## src/rtl/fffm_div.sv

```systemverilog
// Pipelined restoring divider, one quotient bit per register stage.
// Advances when en_i is high. No package dependency.
module fffm_div #(
  parameter int DW = 37,
  parameter int VW = 20,
  parameter int SW = 3
) (
  input  logic          clk_i,
  input  logic          rst_ni,
  input  logic          en_i,
  input  logic          valid_i,
  input  logic [DW-1:0] dvd_i,
  input  logic [VW-1:0] dvs_i,
  input  logic [SW-1:0] side_i,
  output logic          valid_o,
  output logic [DW-1:0] quo_o,
  output logic [SW-1:0] side_o
);

  logic          v_q    [DW];
  logic [VW-1:0] rem_q  [DW];
  logic [DW-1:0] dvd_q  [DW];
  logic [DW-1:0] quo_q  [DW];
  logic [VW-1:0] dvs_q  [DW];
  logic [SW-1:0] side_q [DW];

  for (genvar k = 0; k < DW; k++) begin : g_st
    logic          v_in;
    logic [VW-1:0] rem_in;
    logic [DW-1:0] dvd_in;
    logic [DW-1:0] quo_in;
    logic [VW-1:0] dvs_in;
    logic [SW-1:0] side_in;
    logic [VW:0]   trial;
    logic [VW:0]   diff;
    logic          take;

    if (k == 0) begin : g_first
      assign v_in    = valid_i;
      assign rem_in  = '0;
      assign dvd_in  = dvd_i;
      assign quo_in  = '0;
      assign dvs_in  = dvs_i;
      assign side_in = side_i;
    end else begin : g_next
      assign v_in    = v_q[k-1];
      assign rem_in  = rem_q[k-1];
      assign dvd_in  = dvd_q[k-1];
      assign quo_in  = quo_q[k-1];
      assign dvs_in  = dvs_q[k-1];
      assign side_in = side_q[k-1];
    end

    assign trial = {rem_in, dvd_in[DW-1]};
    assign diff  = trial - {1'b0, dvs_in};
    assign take  = (trial >= {1'b0, dvs_in});

    always_ff @(posedge clk_i or negedge rst_ni) begin
      if (!rst_ni) begin
        v_q[k] <= 1'b0;
      end else if (en_i) begin
        v_q[k] <= v_in;
      end
    end

    always_ff @(posedge clk_i) begin
      if (en_i) begin
        rem_q[k]  <= take ? diff[VW-1:0] : trial[VW-1:0];
        dvd_q[k]  <= {dvd_in[DW-2:0], 1'b0};
        quo_q[k]  <= {quo_in[DW-2:0], take};
        dvs_q[k]  <= dvs_in;
        side_q[k] <= side_in;
      end
    end
  end

  assign valid_o = v_q[DW-1];
  assign quo_o   = quo_q[DW-1];
  assign side_o  = side_q[DW-1];

endmodule

```

## config.mk

```make
export PLATFORM = sky130hd
export DESIGN_NAME = fffm_div
export DESIGN_NICKNAME = d
export VERILOG_FILES = /design/src/rtl/fffm_div.sv
export SDC_FILE = /design/constraint.sdc
export NUM_CORES = 2
export LEC_CHECK = 0
export ABC_CLOCK_PERIOD_IN_PS = 3150
export BUFFER_PORTS_ARGS = -buffer_cell sky130_fd_sc_hd__buf_2
export CAP_MARGIN = 20
export CORE_MARGIN = 3
export CORE_UTILIZATION = 30
export CTS_CLUSTER_SIZE = 16
export DETAILED_ROUTE_END_ITERATION = 10
export GPL_ROUTABILITY_DRIVEN = 1
export PLACE_DENSITY_LB_ADDON = 0.15
export SYNTH_ARGS = -nofsm -noshare
export SYNTH_HDL_FRONTEND = slang
export SYNTH_MEMORY_MAX_BITS = 65536
export SYNTH_SLANG_ARGS = --single-unit
export TNS_END_PERCENT = 100
```

## constraint.sdc

```tcl
create_clock -name clk_i -period 3.15 [get_ports clk_i]
set_clock_uncertainty 0.05 [all_clocks]
set_input_delay 0.315 -clock clk_i [delete_from_list [all_inputs] [get_ports clk_i]]
set_output_delay 0.315 -clock clk_i [all_outputs]
set_load 0.05 [all_outputs]
```

* Yosys cells after proc, flatten, opt, wreduce, memory -nomap -nowiden
Memories as Yosys holds them, arrays and structs flattened. Index checks and enable logic that the tools add are counted.
Storage, ports and cells: output and inout bits 41, memories kept 5, bits in registers 37, word-level logic and storage cells 155, bits of input ports 64, RAM bits 4292
Operators by class: magnitude comparators 37, muxes and demuxes 39, add/sub/neg operators 37
Memory list:
- quo_q | words 37, bits a word 37, read ports 37, clocked after memory_dff 0, write ports 37, line 23 | logic [DW-1:0] quo_q [DW];
- dvd_q | words 37, bits a word 36, read ports 36, clocked after memory_dff 0, write ports 37, line 22 | logic [DW-1:0] dvd_q [DW];
- dvs_q | words 37, bits a word 20, read ports 36, clocked after memory_dff 0, write ports 37, line 24 | logic [VW-1:0] dvs_q [DW];
- rem_q | words 37, bits a word 20, read ports 36, clocked after memory_dff 0, write ports 37, line 21 | logic [VW-1:0] rem_q [DW];
- side_q | words 37, bits a word 3, read ports 37, clocked after memory_dff 0, write ports 37, line 25 | logic [SW-1:0] side_q [DW];
Operator list (number):
- $ge 21x20->1 | 36
- $mux 20 | 37
- $sub 20x20->20 | 36
- $ge 1x20->1 | 1
- $sub 1x20->20 | 1
- $mux 1 | 2

* Longest topological paths before layout
An unclocked memory read counts as a cell.
depth in word-level cells 3, depth in mapped cells 13, depth with buffers taken out 12

* Worst setup path before layout
No wires, ideal clock.
path kind register to register, start memory dvs_q[7][1] (netlist: dvs_q[0][141]), end memory rem_q[8][12] (netlist: rem_q[1][12]) (data pin), arrival time 2906 ps, buffers on the path 1, path slack -66 ps, library setup time 260 ps, cell stages (with the launch flop) 13, cell sequence edfxtp_1 inv_1 ha_1 nor2b_1 o31ai_4 a21oi_2 o41ai_4 o21ai_2 a221oi_2 a21oi_1 nor4_4 buf_6 mux2_2
RTL lines (line):
- start, declared | 24
- end, declared | 21

==> out/results.ini <==
[clock_tree]
insertion_delay_ns=0.93
cts_buffer_depth=4
cts_htree_levels=5
tritoncts=built
cts.sinks=2957
numCtsBuffers=352
cts-root-buf=clkbuf_16
cts.clk_slew.worst_paths_ns=0.05

[worst_setup_path]
critPathMostFrequentCell=o31a_1
crit_end=rem_q[1][30]
crit_fanout=5
path_delay_family=compound AO/OA/AOI/OAI gates
arrival_ns=4.13
required_ns=3.75
worst_r2r_endpoint=rem_q[1][30]
r2r_setup_slack_ns=-0.37
critical_path.startpoint=rem_q[1][0]
reg2reg_depth=11
regToRegStartpoint=rem_q[1][0]
cp_num_cells=11
worst_path_max_delay_cell=edfxtp_1
critPathCaptureType=flip-flop
crit_path_start_kind=flip-flop
cp_num_buf_inv=2
slowest_delay_ns=0.43
critical_path_class=flip-flop to flip-flop
crit_chain=ha_4 > nor2b_4 > o31a_1 > o31a_1 > o211ai_1 > a31oi_2 > or3_4 > a41oi_4 > buf_12 > inv_8 > mux2_4

[power_and_ir_drop]
powerDensity_nw_per_um2=994
leakage_nw=66.2
worst_ir_drop_vdd_mv=0.439

[run_status]
violations=negative setup slack
status=finished, violations left

[drt]
antenna_left=0
drt_iter0_drc=4618
drt_wl_total_um=300000
dr.pass1.iters=5
vias=80400
vias_per_cell=4.61
routedWlPerCell_um=17.2
drc=0

[sta]
drv_slew=0
period_share_pct=112
worstMarginPinSlew_ns=1.00
hold_ws_ns=0.129
max_freq_mhz=284
timing.final.ws_setup_ns=-0.372
max_slew_margin_pct=32.7
period_needed_ns=3.52
hold_violations=0
rsz0062_at_grt=yes
setup_violations=275

[finish]
final_area_um2=169000
fin_nets=12000
area_growth_pct=25.1
drive_gt1_share_pct=23.2
most-common-layout-cells=edfxtp_1 (2920), buf_4 (956), inv_1 (939)
final_common_cell=edfxtp_1

[worst_hold_path]
worstHoldPathType=primary input to flip-flop
holdPathStages=2

[logic_synthesis]
synth_edf_count=2920
yosysWarningCount=0
synth.avg_cell_area_um2=14.0
netlist_area_um2=135000
synthArstFlopShare_pct=1.25
ys_types=93
syn_nets=10500
yosys.area.top_type=edfxtp_1
ys_ff_latch=2957
synth_cells=9630
yosys-top-cells-area=edfxtp_1 (65%), ha_1 (6.7%), mux2_2 (3.7%)
ys_seq_area_share_pct=65.7
synth.top_cell.area_share_pct=65.0
yosys_most_used_dff=edfxtp_1

[global_route]
grt_start_max_net_pins=94
grt_util_all_layers_pct=12.4
grt_pass1_wl_um=461000
grt-ovfl-total=0
grt_antenna_before_repair=5
first_global_vias=81100

[place]
numPortBuffers=104
gp_congestion=0.835
placed_cell_area_um2=150000
dp_hpwl_um=205000

[run]
drv_cap=0

[floorplan]
die_h_um=676
dieArea_um2=457000
initial_core_util_pct=30.2
design.core.area_um2=446000
chipWidth_um=676
io_pins=105
rows=245

-- through the flow --
stage                     setup TNS [ns]  utilization [%]  setup slack [ns]  std cells  total power [mW]
after detailed placement          -88.49             33.6            -0.438      16500               118
final                             -45.36             37.8            -0.372      17400               168
after floorplan                        0                -          0.000835       9630              97.7
after global placement            -71.07             33.6            -0.375      16500               117
after global routing              -82.41             37.8            -0.476      17400               179
after CTS                         -53.09             36.8            -0.352      17300               162
-- sequential cells by signal (all words and copies together), names as in the netlist --
signal	cells
dvs_q	720
rem_q	720
quo_q	703
dvd_q	666
side_q	111
g_st.v_in	36
valid_o	1
-- final cells by class --
| cell class | instances | area (µm²) |
|---|---|---|
| well taps | 5928 | 7420 |
| repair buffers | 1361 | 12200 |
| multi-input cells | 5586 | 45100 |
| fillers | 42200 | 278000 |
| clock inverters | 206 | 2380 |
| diodes | 4 | 10.0 |
| clock buffers | 433 | 9200 |
| inverters | 962 | 3620 |
| flip-flops and latches | 2957 | 88600 |
-- kinds of logic (layout without fill, tap and decap cells) --
kind of cell    after synthesis  count (layout)  share of synthesized area [%]
compound gates             1887            1890                           9.28
flops                      2957            2957                           65.7
other cells                   0               4                              0
simple gates               1965            1965                           7.35
fa+ha+maj                   757             757                           7.22
xor+xnor                    455             455                           2.96
mux                         519             519                           4.28
buf+inv                    1090            2962                           3.18
-- power breakdown --
part           switching, mW  total, mW  internal (mW)
logic                   33.5       68.7           35.2
registers               4.41       58.2           53.8
clock network           16.6       40.7           24.1
total                   54.5        168            113
-- synthesized netlist by cell type, drive strengths merged, types with 165 or more instances --
library cell / n
nor2: 532
mux2: 459
inv: 962
a21o: 244
nand3: 176
xnor2: 290
nand2: 419
xor2: 165
o21ai: 485
a21oi: 487
edfxtp: 2920
ha: 722
-- repair_timing --
action,4_1_cts,5_1_grt
setup buffers,55,133
pin swaps,41,166
gates cloned,9,40
hold buffers,118,0
endpoints found under the setup margin,524,684
hold endpoints to repair,234,0
gates resized for setup,154,652
-- routing by layer --
metal	track usage (%)	share of wire [%]	vias to the layer above
li1	-	-	39300
met1	16.5	45	39400
met2	20.9	48	1208
met3	2.13	4.1	458
met4	3.21	2.4	2
met5	0	0.0040	-
-- worst min path at each step --
stage / from / to / slack (ns)
4_1_cts: dvs_i[17] / dvs_q[0][17] / 0.002
3_5_place_dp: dvd_q[0][69] / dvd_q[0][106] / 0.35
5_1_grt: dvs_i[16] / dvs_q[0][16] / 0.06
2_1_floorplan: rst_ni / g_st[10].v_in / -0.03
6_report: dvs_i[13] / dvs_q[0][13] / 0.13
3_3_place_gp: quo_q[23][23] / quo_q[24][24] / 0.35
Power figures use the tool's default switching activity.
